$ cat src/sv/assert_macros.svh
// assertion macros used by the top-level rtl file
// no dependencies
`ifndef ASSERT_MACROS_SVH
`define ASSERT_MACROS_SVH

// same-cycle implication
`define COD_ASSERT_IMP(label, clk, rst_n, ante, cons) \
	label: assert property (@(posedge clk) disable iff (!rst_n) (ante) |-> (cons)) \
		else $error("same-cycle implication failed");

// next-cycle implication
`define COD_ASSERT_NEXT(label, clk, rst_n, ante, cons) \
	label: assert property (@(posedge clk) disable iff (!rst_n) (ante) |=> (cons)) \
		else $error("next-cycle implication failed");

`endif

$ cat src/sv/cod_pkg.sv
// types and constants of the cursor outline dilation block
// used by cod_ctrl, cod_datapath and the top level; no dependencies
`timescale 1ns / 1ps

package cod_pkg;

	localparam int COORD_W    = 7;
	localparam int CHAN_W     = 8;
	localparam int PIXEL_W    = 4 * CHAN_W;
	localparam int CFG_IDX_W  = 1;
	localparam int CFG_DATA_W = 7;
	localparam int NUM_PROBES = 9;
	localparam int PROBE_W    = 4;

	localparam logic [CFG_IDX_W-1:0] REG_IMAGE_WIDTH  = 1'b0;
	localparam logic [CFG_IDX_W-1:0] REG_IMAGE_HEIGHT = 1'b1;

	localparam logic [CFG_DATA_W-1:0] SIDE_RESET = 7'd64;

	localparam logic [PROBE_W-1:0] FIRST_PROBE = 4'd0;
	localparam logic [PROBE_W-1:0] LAST_PROBE  = 4'd8;

	// probe order: center first, then the eight neighbours
	localparam logic signed [1:0] PROBE_DX [NUM_PROBES] =
		'{2'sb00, 2'sb11, 2'sb00, 2'sb01, 2'sb11, 2'sb01, 2'sb11, 2'sb00, 2'sb01};
	localparam logic signed [1:0] PROBE_DY [NUM_PROBES] =
		'{2'sb00, 2'sb11, 2'sb11, 2'sb11, 2'sb00, 2'sb00, 2'sb01, 2'sb01, 2'sb01};

	localparam logic [CHAN_W-1:0] OPAQUE = 8'd255;

	typedef enum logic [1:0] {
		ST_IDLE,
		ST_PROBE,
		ST_EMIT
	} ctrl_state_t;

	typedef struct packed {
		logic               accept;
		logic               probe;
		logic [PROBE_W-1:0] probe_idx;
		logic               emit;
	} dp_cmd_t;

	typedef struct packed {
		logic is_read;
		logic is_bad;
	} dp_status_t;

endpackage

$ cat src/sv/cod_ctrl.sv
// controller of the cursor outline dilation block: sequences the nine probes
// depends on cod_pkg
`timescale 1ns / 1ps

module cod_ctrl (
	input  logic                clk,
	input  logic                arst_n,
	input  logic                start,
	input  cod_pkg::dp_status_t status,
	output cod_pkg::dp_cmd_t    cmd,
	output logic                busy
);

	cod_pkg::ctrl_state_t state_q, state_d;
	logic [cod_pkg::PROBE_W-1:0] cnt_q;

	always_ff @(posedge clk or negedge arst_n) begin
		if (!arst_n) begin
			state_q <= cod_pkg::ST_IDLE;
			cnt_q   <= cod_pkg::FIRST_PROBE;
		end else begin
			state_q <= state_d;
			// count stays within the probe table, back to the first probe after the last
			if ((state_q == cod_pkg::ST_PROBE) && (cnt_q != cod_pkg::LAST_PROBE)) begin
				cnt_q <= cod_pkg::PROBE_W'(cnt_q + 1'b1);
			end else begin
				cnt_q <= cod_pkg::FIRST_PROBE;
			end
		end
	end

	always_comb begin
		state_d = state_q;
		unique case (state_q)
			cod_pkg::ST_IDLE: begin
				if (start && status.is_read) begin
					state_d = status.is_bad ? cod_pkg::ST_EMIT : cod_pkg::ST_PROBE;
				end
			end
			cod_pkg::ST_PROBE: begin
				if (cnt_q == cod_pkg::LAST_PROBE) begin
					state_d = cod_pkg::ST_EMIT;
				end
			end
			cod_pkg::ST_EMIT: begin
				state_d = cod_pkg::ST_IDLE;
			end
			default: begin
				state_d = cod_pkg::ST_IDLE;
			end
		endcase
	end

	always_comb begin
		cmd           = '0;
		cmd.probe_idx = cnt_q;
		busy          = 1'b1;
		unique case (state_q)
			cod_pkg::ST_IDLE: begin
				busy       = 1'b0;
				cmd.accept = start;
			end
			cod_pkg::ST_PROBE: begin
				cmd.probe = 1'b1;
			end
			cod_pkg::ST_EMIT: begin
				cmd.emit = 1'b1;
			end
			default: begin
				busy = 1'b1;
			end
		endcase
	end

endmodule

$ cat config.mk
export PLATFORM = sky130hd
export DESIGN_NAME = cod_ctrl
export DESIGN_NICKNAME = d
export VERILOG_FILES = /design/src/sv/assert_macros.svh /design/src/sv/cod_pkg.sv /design/src/sv/cod_ctrl.sv
export SDC_FILE = /design/constraint.sdc
export NUM_CORES = 1
export LEC_CHECK = 0
export BUFFER_PORTS_ARGS = -buffer_cell sky130_fd_sc_hd__buf_2
export CORE_AREA = 2 2 39 41
export CTS_BUF_LIST = sky130_fd_sc_hd__clkbuf_16
export DETAILED_ROUTE_END_ITERATION = 8
export DIE_AREA = 0 0 41 43
export PLACE_DENSITY = 0.48
export SYNTH_ARGS = -nofsm -noshare
export SYNTH_HDL_FRONTEND = slang
export SYNTH_SLANG_ARGS = --single-unit
$ cat constraint.sdc
create_clock -name clk -period 2.3 [get_ports clk]
set_input_delay 0.115 -clock clk [delete_from_list [all_inputs] [get_ports clk]]
set_output_delay 0.115 -clock clk [all_outputs]
set_load 0.005 [all_outputs]
; ---- After elaboration in Yosys (flattened, before gate mapping)
; Cells that the tools add are included.
[word_totals]
reg_bits = 6
inputBits = 5
elab_cells = 22
[classes]
add_sub_neg = 1
eq_ne = 6
n_mux = 9
n_reduce_logical = 4
[op_table]
columns = operator, count
row1 = $mux W2, 3
row2 = $add A4 B1 Y4 const B, 1
row3 = $eq A4 B4 Y1 const B, 1
row4 = $mux W1, 4
row5 = $mux W4, 1
row6 = $ne A4 B4 Y1 const B, 1
row7 = $pmux W2 S2, 1
row8 = $eq A2 B1 Y1 const B, 1
row9 = $eq A2 B2 Y1 const B, 1
row10 = $logic_and A1 B1 Y1, 2
row11 = $logic_not A2 Y1, 1
row12 = $ne A2 B1 Y1 const B, 1
row13 = $ne A2 B2 Y1 const B, 1
row14 = $reduce_and A2 Y1, 1

; ---- Longest topological paths before layout
; Gate-level depths: netlist of the first run.
[logic_depth]
depth_word = 3
mapped_depth = 5
depth_no_buf = 5

; ---- Worst setup path after synthesis of the first run
; Ideal clock, no wire load.
[synth_path]
kind = flip-flop to flip-flop
start = reg cnt_q[0] (netlist name)
end = reg state_q[1]
arrival_ns = 1.060
required_ns = 2.231
slack_ns = 1.171
path_stages_with_launch = 6
path_buffers = 0
period_less_slack_ns = 1.129
path_cell_list = dfrtp_1 > inv_1 > ha_1 > nand3b_4 > mux2_4 > nor2_2
[synth_between]
elab_chain_cells = 3
[synth_lines]
columns = item, line_no
row1 = start: declaration, cod_ctrl.sv:15  ; logic [cod_pkg::PROBE_W-1:0] cnt_q;
row2 = start signal: assignment, cod_ctrl.sv:20  ; cnt_q <= cod_pkg::FIRST_PROBE;
row3 = start signal: assignment, cod_ctrl.sv:25  ; cnt_q <= cod_pkg::PROBE_W'(cnt_q + 1'b1);
row4 = start signal: assignment, cod_ctrl.sv:27  ; cnt_q <= cod_pkg::FIRST_PROBE;
row5 = $eq A4 B4 Y1, cod_ctrl.sv:41  ; if (cnt_q == cod_pkg::LAST_PROBE) begin
row6 = $ne A2 B1 Y1 (no source line), -
row7 = $reduce_and A2 Y1 (no source line), -
row8 = end signal: assignment, cod_ctrl.sv:19  ; state_q <= cod_pkg::ST_IDLE;
row9 = end signal: assignment, cod_ctrl.sv:22  ; state_q <= state_d;
row10 = end: declaration, cod_ctrl.sv:14  ; cod_pkg::ctrl_state_t state_q, state_d;
; No other way between the ends.
; A chain may end at the register's enable or synchronous reset.

==> flow_summary.yaml, run 1 <==
min_path:
  hold_path_end: "state_q[0]$_DFFE_PN0P_"
  worstHoldStart: "status[1]"
  hold_depth: 3
  worstHoldPathType: "in -> reg"
grt:
  grt_max_degree: 7
  grt-ovfl-total: 0
  grt_first_pass_wirelength_um: 945
  grt_antenna_before_repair: 0
  grt_pass1_vias: 226
  grt_use_total: 0.0889
power_and_ir_drop:
  p_leak_nw: 0.269
  combPwrFrac: 0.254
  switching_share: 0.273
  ir_drop_mv: 0.436
  power_frac_seq: 0.284
  power_frac_clock: 0.463
  p_total_uw: 608
  switchingPower_uw: 166
  power.density_nw_per_um2: 1260
  internal_power_uw: 442
setup_path:
  cp-startpoint: "state_q[0]$_DFFE_PN0P_"
  crit_arrival_ps: 1170
  cp-end-kind: "output pin"
  worstPathMaxFanout: 6
  timing.rr.end: "state_q[1]$_DFFE_PN0P_"
  crit_type: "reg -> out"
  worstReg2RegStart: "cnt_q[0]$_DFF_PN0_"
  worstSetupStartpointType: "flop"
  cp_data_required_time_ps: 2180
  ff2ff_path_depth: 5
  r2r_slack_ps: 1090
logic_synthesis:
  ys_ff_latch: 6
  syn_avg_cell_area_um2: 10.6
  syn-num-nets: 37
  syn-instance-count: 30
  synth_area_um2: 318
  yosysSeqAreaShare: 0.472
  yosys.cell_types.count: 16
  synth_warnings: 0
final_layout:
  fill_cells: 141
  fin_nets: 55
  diodes: 0
  area_growth_pct: 52.0
  finalNonFillerCells: 62
  drive_gt1_frac: 0.435
routing:
  drtIter0Drc: 6
  post_drt_via_cell_ratio: 4.08
  postRouteWirelength_um: 632
  drt-pass1-iter-count: 2
  via_count: 253
  route.detailed.drc: 0
  antenna_left: 0
  wire_per_inst_um: 10.2
sta:
  finalClockSkew_ps: 0.167
  max-slew-margin-rel: 0.870
  setup_viol: 0
  worst_slew_pin_slew_ps: 196
  period_share: 0.558
  slew_viol_final: 0
  max_freq_mhz: 779
  min_period_ps: 1280
  rsz0062_at_grt: "false"
  hold_viol: 0
  finalSetupTns_ps: 0
floorplan:
  core_um2: 1380
  fp-row-count: 14
  io_pins: 13
  start_util: 0.230
  die_x_um: 41
  die-area_um2: 1760
  die_h_um: 43
clock_network:
  clk_pin_slew_ps: 30
  clockBufferDepth: 2
  cts_resized: 0
  cts_setup_buffers: 0
  cts_inserted_buffers: 3
  cts_sinks: 6
  cts_tree: "yes"
  cts_root_buffer: "clkbuf_16"
  clock_latency_ps: 230
  htree_num_levels: 1
  cts_hold_buf: 1
status:
  outcome: "finished, final reports clean"
placed_design:
  portBuffers: 12
  place_congestion: 0.566
  dpl.cell_count: 58
flow_run:
  cap_violations: 0
## power by group through the flow
| stage | Sequential [mW] | Combinational (mW) | Clock, mW |
|---|---|---|---|
| floorplan | 0.168 | 0.0956 | 0 |
| finish | 0.172 | 0.154 | 0.281 |
| CTS | 0.174 | 0.160 | 0.284 |
| detailed placement | 0.174 | 0.155 | 0 |
| global route | 0.179 | 0.178 | 0.290 |
| global placement | 0.175 | 0.156 | 0 |
## routing by layer
layer  global-route usage  up-vias  part of all wire
met5                    0        -                 0
met1                0.108      110              0.48
met2                0.106       14              0.42
met4               0.0600        0                 0
li1                     -      129                 -
met3               0.0628        0              0.10
## critical path, stage by stage (launching register included)
cell and delay [ps]:
dfrtp_1 430, or2_2 320, nor2_1 80, buf_2 110
## cell usage in the layout, fill, tap and decap left out
cell           synthesis  final
buf_2                  0     12
nor2_1                 6      6
dfrtp_1                6      6
inv_1                  3      3
clkbuf_16              0      3
nand3_1                2      2
ha_1                   2      2
and2b_1                1      1
or2_2                  1      1
nand3b_4               1      1
nand2_1                1      1
xnor2_1                1      1
and3_2                 1      1
nor2b_1                1      1
xor2_1                 1      1
a32oi_1                1      1
mux2_4                 1      1
nor2_2                 1      1
dlygate4sd3_1          0      1
## area by class of cell
class,count,area [µm²],area share
Timing Repair Buffer,13,70.1,0.145
Multi-Input combinational cell,21,156,0.324
Clock buffer,3,75.1,0.155
Inverter,3,11.3,0.0233
Tap cell,16,20.0,0.0415
Sequential cell,6,150,0.311
## cells in the mapped netlist
| cell type | n | area (µm²) |
|---|---|---|
| nor2_1 | 6 | 22.5 |
| dfrtp_1 | 6 | 150 |
| nand2_1 | 1 | 3.75 |
| xor2_1 | 1 | 8.76 |
| xnor2_1 | 1 | 8.76 |
| and2b_1 | 1 | 7.51 |
| and3_2 | 1 | 7.51 |
| inv_1 | 3 | 11.3 |
| nor2_2 | 1 | 6.26 |
| ha_1 | 2 | 25.0 |
| nand3_1 | 2 | 10.0 |
| mux2_4 | 1 | 15.0 |
| nand3b_4 | 1 | 20.0 |
| a32oi_1 | 1 | 8.76 |
| nor2b_1 | 1 | 6.26 |
| or2_2 | 1 | 6.26 |
## stage by stage
stage	hold WS (ps)	setup slack, ps	util	cell area, µm²
CTS	169	1010	0.349	483
global route	201	956	0.349	483
global placement	-56.1	1110	0.288	398
finish	167	1020	0.349	483
floorplan	-181	1170	-	318
detailed placement	-55.7	1090	0.288	398
## worst max path at each step
| stage | to | slack (ps) | cells after the start |
|---|---|---|---|
| 6_report | cmd[6] | 1020 | 3 |
| 5_1_grt | cmd[6] | 960 | 3 |
| 4_1_cts | cmd[6] | 1010 | 3 |
| 3_5_place_dp | state_q[1]$_DFFE_PN0P_ | 1090 | 5 |
| 3_3_place_gp | state_q[1]$_DFFE_PN0P_ | 1110 | 5 |
| 2_1_floorplan | state_q[1]$_DFFE_PN0P_ | 1170 | 5 |
## sequential cells by signal, indices dropped and copies added (netlist names)
| register | count |
|---|---|
| cnt_q | 4 |
| state_q | 2 |
## cell families (layout without fill, tap and decap cells)
group,count (synthesis),in the layout,synth area share
buf+inv,3,19,0.0354
flops,6,6,0.472
fa+ha+maj,2,2,0.0787
mux,1,1,0.0472
simple gates,15,15,0.284
xor+xnor,2,2,0.0551
compound gates,1,1,0.0276
Note: power is estimated with default switching activity, not from simulation.
==> inputs of run 2 (changes only) <==
Settings changed: ABC_AREA from default to 1.
Clock period 2.3 ns to 1.3 ns, I/O delays scaled along.
==> flow_summary.yaml, run 2 <==
status:
  outcome: "finished, final reports clean"
placed_design:
  portBuffers: 12
  hpwl_um: 461
  place_congestion: 0.599
routing:
  post_drt_via_cell_ratio: 3.80
  postRouteWirelength_um: 579
  route.detailed.drc: 0
  drtIter0Drc: 2
  antenna_left: 0
  wire_per_inst_um: 8.27
  drt-pass1-iter-count: 4
  via_count: 266
grt:
  grt_antenna_before_repair: 0
  grt-ovfl-total: 0
  grt_first_pass_wirelength_um: 924
  grt_use_total: 0.0859
  grt_pass1_vias: 235
  grt_max_degree: 7
floorplan:
  io_pins: 13
  die-area_um2: 1760
  start_util: 0.222
  core_um2: 1380
  die_x_um: 41
  die_h_um: 43
  fp-row-count: 14
setup_path:
  crit_top_cell: "nor2_1"
  cp-end-kind: "output pin"
  cpMaxStageDelayCell: "dfrtp_1"
  cp_data_required_time_ps: 1240
  path_buf_inv: 2
  crit_arrival_ps: 1050
  worstPathCellList: "nor2_1 -> inv_1 -> nor2_1 -> buf_2"
  worstSetupStartpointType: "flop"
  worstPathMaxFanout: 3
  crit_type: "reg -> out"
  cpLargestDelayFamily: "flip-flops"
  crit_path_max_incr_delay_ps: 380
final_layout:
  drive_gt1_frac: 0.315
  final_common_cell: "buf_2"
  top_regs: "cnt_q (4), state_q (2)"
  finish.utilization: 0.342
  fill_cells: 146
  largest_reg_flops: 4
  diodes: 0
  top_register: "cnt_q"
  fin_nets: 63
  final_cell_mix: "buf_2 (12), inv_1 (9), nor2_1 (7), nand2_1 (6), dfrtp_1 (6)"
  area_growth_pct: 53.7
logic_synthesis:
  yosysSeqAreaShare: 0.488
  synthArstFlopShare: 1.00
  synth_top_flop_cell: "dfrtp_1"
  synth_common_cells: "inv_1 (9), nor2_1 (7), dfrtp_1 (6), nand2_1 (6)"
  synth_area_um2: 308
  ys_ff_latch: 6
  yosysTopAreaCell: "dfrtp_1"
  syn_avg_cell_area_um2: 8.10
  synth_edf_count: 0
  syn-num-nets: 45
  syn-instance-count: 38
  synth_warnings: 0
  yosys.cell_types.count: 12
  synth_area_leaders: "dfrtp_1 (49%), inv_1 (11%), nor2_1 (8.5%)"
  yosysTopAreaCellShare: 0.488
  synthMostInstantiatedCell: "inv_1"
clock_network:
  cts_hold_buf: 1
  cts_tree: "yes"
  clk_pin_slew_ps: 30
  cts_setup_buffers: 0
  cts_resized: 0
  clock_latency_ps: 220
  htree_num_levels: 1
  clockBufferDepth: 2
  cts_inserted_buffers: 3
  cts_root_buffer: "clkbuf_16"
  cts_sinks: 6
sta:
  hold_viol: 0
  finalSetupTns_ps: 0
  min_period_ps: 1120
  max-slew-margin-rel: 0.874
  max_freq_mhz: 894
  rsz0062_at_grt: "false"
  setup_viol: 0
  period_share: 0.860
  slew_viol_final: 0
  finalClockSkew_ps: 0.457
  worst_slew_pin_slew_ps: 188
min_path:
  worstHoldPathType: "in -> reg"
power_and_ir_drop:
  power.density_nw_per_um2: 2220
  ir_drop_mv: 0.893
  p_leak_nw: 0.269
flow_run:
  cap_violations: 0
run 2: path summary, 6_finish.rpt:
kind | from | end | slack [ps] | cells after the start
setup / recovery | state_q[0]$_DFFE_PN0P_ | cmd[6] | 180 | 4
hold reg to reg | cnt_q[0]$_DFF_PN0_ | cnt_q[0]$_DFF_PN0_ | 520 | 1
max in group asynchronous | arst_n | cnt_q[2]$_DFF_PN0_ | 960 | 2
hold / removal | status[0] | state_q[0]$_DFFE_PN0P_ | 110 | 3
min in group asynchronous | arst_n | state_q[1]$_DFFE_PN0P_ | 200 | 2
setup reg to reg | cnt_q[0]$_DFF_PN0_ | cnt_q[3]$_DFF_PN0_ | 280 | 5
run 2: per-stage QoR:
step	worst slack (ps)	hold slack [ps]	power, mW	cell area, µm²	instances
after floorplan	343	-231	0.450	308	38
after global placement	289	-103	0.564	388	66
after detailed placement	270	-99.4	0.565	388	66
after CTS	171	110	1.07	473	70
after global routing	90.2	135	1.12	473	70
final	182	108	1.05	473	70
run 2: where the power goes:
group / leakage, nW / switching, mW / internal [mW]
Combinational: 0.153 / 0.147 / 0.119
Clock: 0.0370 / 0.0967 / 0.394
Sequential: 0.0790 / 0.0555 / 0.239
run 2: cell families (layout without fill, tap and decap cells):
group	Yosys count	after routing	share of synthesized area
and+or+nand+nor	19	19	0.276
xor gates and xnor gates	1	1	0.0285
buffers and inverters	9	25	0.110
AOI/OAI and AO/OA	1	1	0.0162
adders and majority gates	2	2	0.0813
DFF	6	6	0.488
run 2: per-layer routing:
layer  vias to the layer above  share of wire  global-route usage  routed length, µm
li1                        144              -                   -                  -
met1                       107           0.53               0.105                307
met2                        15           0.36              0.0969                206
met3                         0           0.11              0.0524                 66
met4                         0              0              0.0800                  0
met5                         -              0                   0                  0
run 2: area by class of cell:
class	count	area, µm²	share of cell area
clock buffer	3	75.1	0.159
sequential	6	150	0.317
tap	16	20.0	0.0423
multi-input combinational	23	124	0.262
inverter	9	33.8	0.0714
timing repair buffer	13	70.1	0.148
run 2: worst reg2reg max path: cells and delay by family (launching register included):
kind,cells,cell delay [ps]
adders and majority gates,1,190
and+or+nand+nor,3,290
DFF,1,410
buffers and inverters,1,60
==> inputs of run 3 (changes only) <==
Settings changed: CELL_PAD_IN_SITES_DETAIL_PLACEMENT from default to 1, CELL_PAD_IN_SITES_GLOBAL_PLACEMENT from default to 1, PLACE_DENSITY 0.48 to 0.61.
==> flow_summary.yaml, run 3 (same netlist as run 2, synthesis figures left out) <==
power_and_ir_drop:
  switching_share: 0.298
  ir_drop_mv: 0.636
  internal_power_uw: 752
  power.density_nw_per_um2: 2270
  p_leak_nw: 0.269
  switchingPower_uw: 319
  power_frac_clock: 0.460
  combPwrFrac: 0.262
  p_total_mw: 1.07
  power_frac_seq: 0.278
clock_network:
  cts_resized: 0
  cts_inserted_buffers: 3
  clock_latency_ps: 230
  cts_tree: "yes"
  clk_pin_slew_ps: 30
  cts_root_buffer: "clkbuf_16"
  clockBufferDepth: 2
  htree_num_levels: 1
  cts_sinks: 6
floorplan:
  core_um2: 1380
  fp-row-count: 14
  die_x_um: 41
  die-area_um2: 1760
  die_h_um: 43
  start_util: 0.222
  io_pins: 13
grt:
  grt_pass1_vias: 308
  grt-ovfl-total: 0
  grt_max_degree: 7
  grt_antenna_before_repair: 0
  grt_use_total: 0.111
  grt_first_pass_wirelength_mm: 1.26
setup_path:
  cp_data_required_time_ps: 1240
  crit_arrival_ps: 1120
  cp-end-kind: "output pin"
  crit_type: "reg -> out"
  worstPathMaxFanout: 3
  worstSetupStartpointType: "flop"
final_layout:
  fill_cells: 179
  final_common_cell: "buf_2"
  diodes: 0
  final-seq-area_um2: 150
  drive_gt1_frac: 0.315
  top_register: "cnt_q"
  fin_nets: 63
  multi_input_area_um2: 124
  largest_reg_flops: 4
  final_cell_mix: "buf_2 (12), inv_1 (9), nor2_1 (7), nand2_1 (6), dfrtp_1 (6)"
  area_growth_pct: 53.7
  top_regs: "cnt_q (4), state_q (2)"
placed_design:
  place_congestion: 0.664
  portBuffers: 12
  hpwl_um: 552
sta:
  period_share: 0.913
  rsz0062_at_grt: "false"
  finalSetupTns_ps: 0
  timing.hold.ws_ps: 113
  min_period_ps: 1190
  slew_viol_final: 0
  setup_viol: 0
  max_freq_mhz: 842
  hold_viol: 0
  finalClockSkew_ps: 2.48
  worst_slew_pin_slew_ps: 241
  max-slew-margin-rel: 0.839
routing:
  drt-pass1-iter-count: 1
  drtIter0Drc: 0
  antenna_left: 0
  postRouteWirelength_um: 778
  via_count: 284
  route.detailed.drc: 0
  post_drt_via_cell_ratio: 4.06
  wire_per_inst_um: 11.1
min_path:
  worstHoldPathType: "in -> reg"
status:
  outcome: "finished, final reports clean"
flow_run:
  cap_violations: 0
==> run 3: cell counts in the layout (fill, tap and decap cells not counted) <==
No cell type changed its count.
==> run 3: path summary, 6_finish.rpt <==
path                                        start                      to  cells after the start  slack (ps)
min reg2reg                    cnt_q[0]$_DFF_PN0_      cnt_q[0]$_DFF_PN0_                      1         530
min in group asynchronous                  arst_n      cnt_q[3]$_DFF_PN0_                      2         210
max reg2reg                    cnt_q[0]$_DFF_PN0_      cnt_q[3]$_DFF_PN0_                      5         260
min                                     status[0]  state_q[1]$_DFFE_PN0P_                      3         110
max in group asynchronous                  arst_n      cnt_q[2]$_DFF_PN0_                      2         940
max                        state_q[0]$_DFFE_PN0P_                  cmd[6]                      4         110
==> run 3: power groups by stage <==
stage / sequential [mW] / combinational (mW) / clock (mW)
final: 0.298 / 0.280 / 0.493
after CTS: 0.299 / 0.290 / 0.500
after global routing: 0.306 / 0.330 / 0.513
after detailed placement: 0.299 / 0.283 / 0
after global placement: 0.295 / 0.277 / 0
after floorplan: 0.292 / 0.158 / 0
==> run 3: metrics by stage <==
stage | cells | setup WS (ps) | utilization | area, µm²
floorplan | 38 | 343 | - | 308
global placement | 66 | 295 | 0.280 | 388
detailed placement | 66 | 262 | 0.280 | 388
CTS | 70 | 112 | 0.342 | 473
global route | 70 | 30.2 | 0.342 | 473
finish | 70 | 113 | 0.342 | 473
==> run 3: area by class of cell <==
type,instances,share of cell area
Multi-Input combinational cell,23,0.262
Tap cell,16,0.0423
Clock buffer,3,0.159
Timing Repair Buffer,13,0.148
Sequential cell,6,0.317
Inverter,9,0.0714
==> run 3: critical path: stages, from the launching register on <==
cell and delay [ps]:
dfrtp_1 380, nor2_1 230, inv_1 90, nor2_1 80, buf_2 110
==> run 3: routing by layer <==
metal	vias to the layer above	part of all wire	track usage
met1	130	0.46	0.128
li1	147	-	-
met3	2	0.022	0.0314
met5	-	0	0
met2	5	0.50	0.156
met4	0	0.018	0.100
==> run 3: timing repair <==
item	4_1_cts	5_1_grt
endpoints found under the setup margin	0	0
hold buffers	1	0
buffers inserted	0	0
endpoints found under the hold margin	6	0
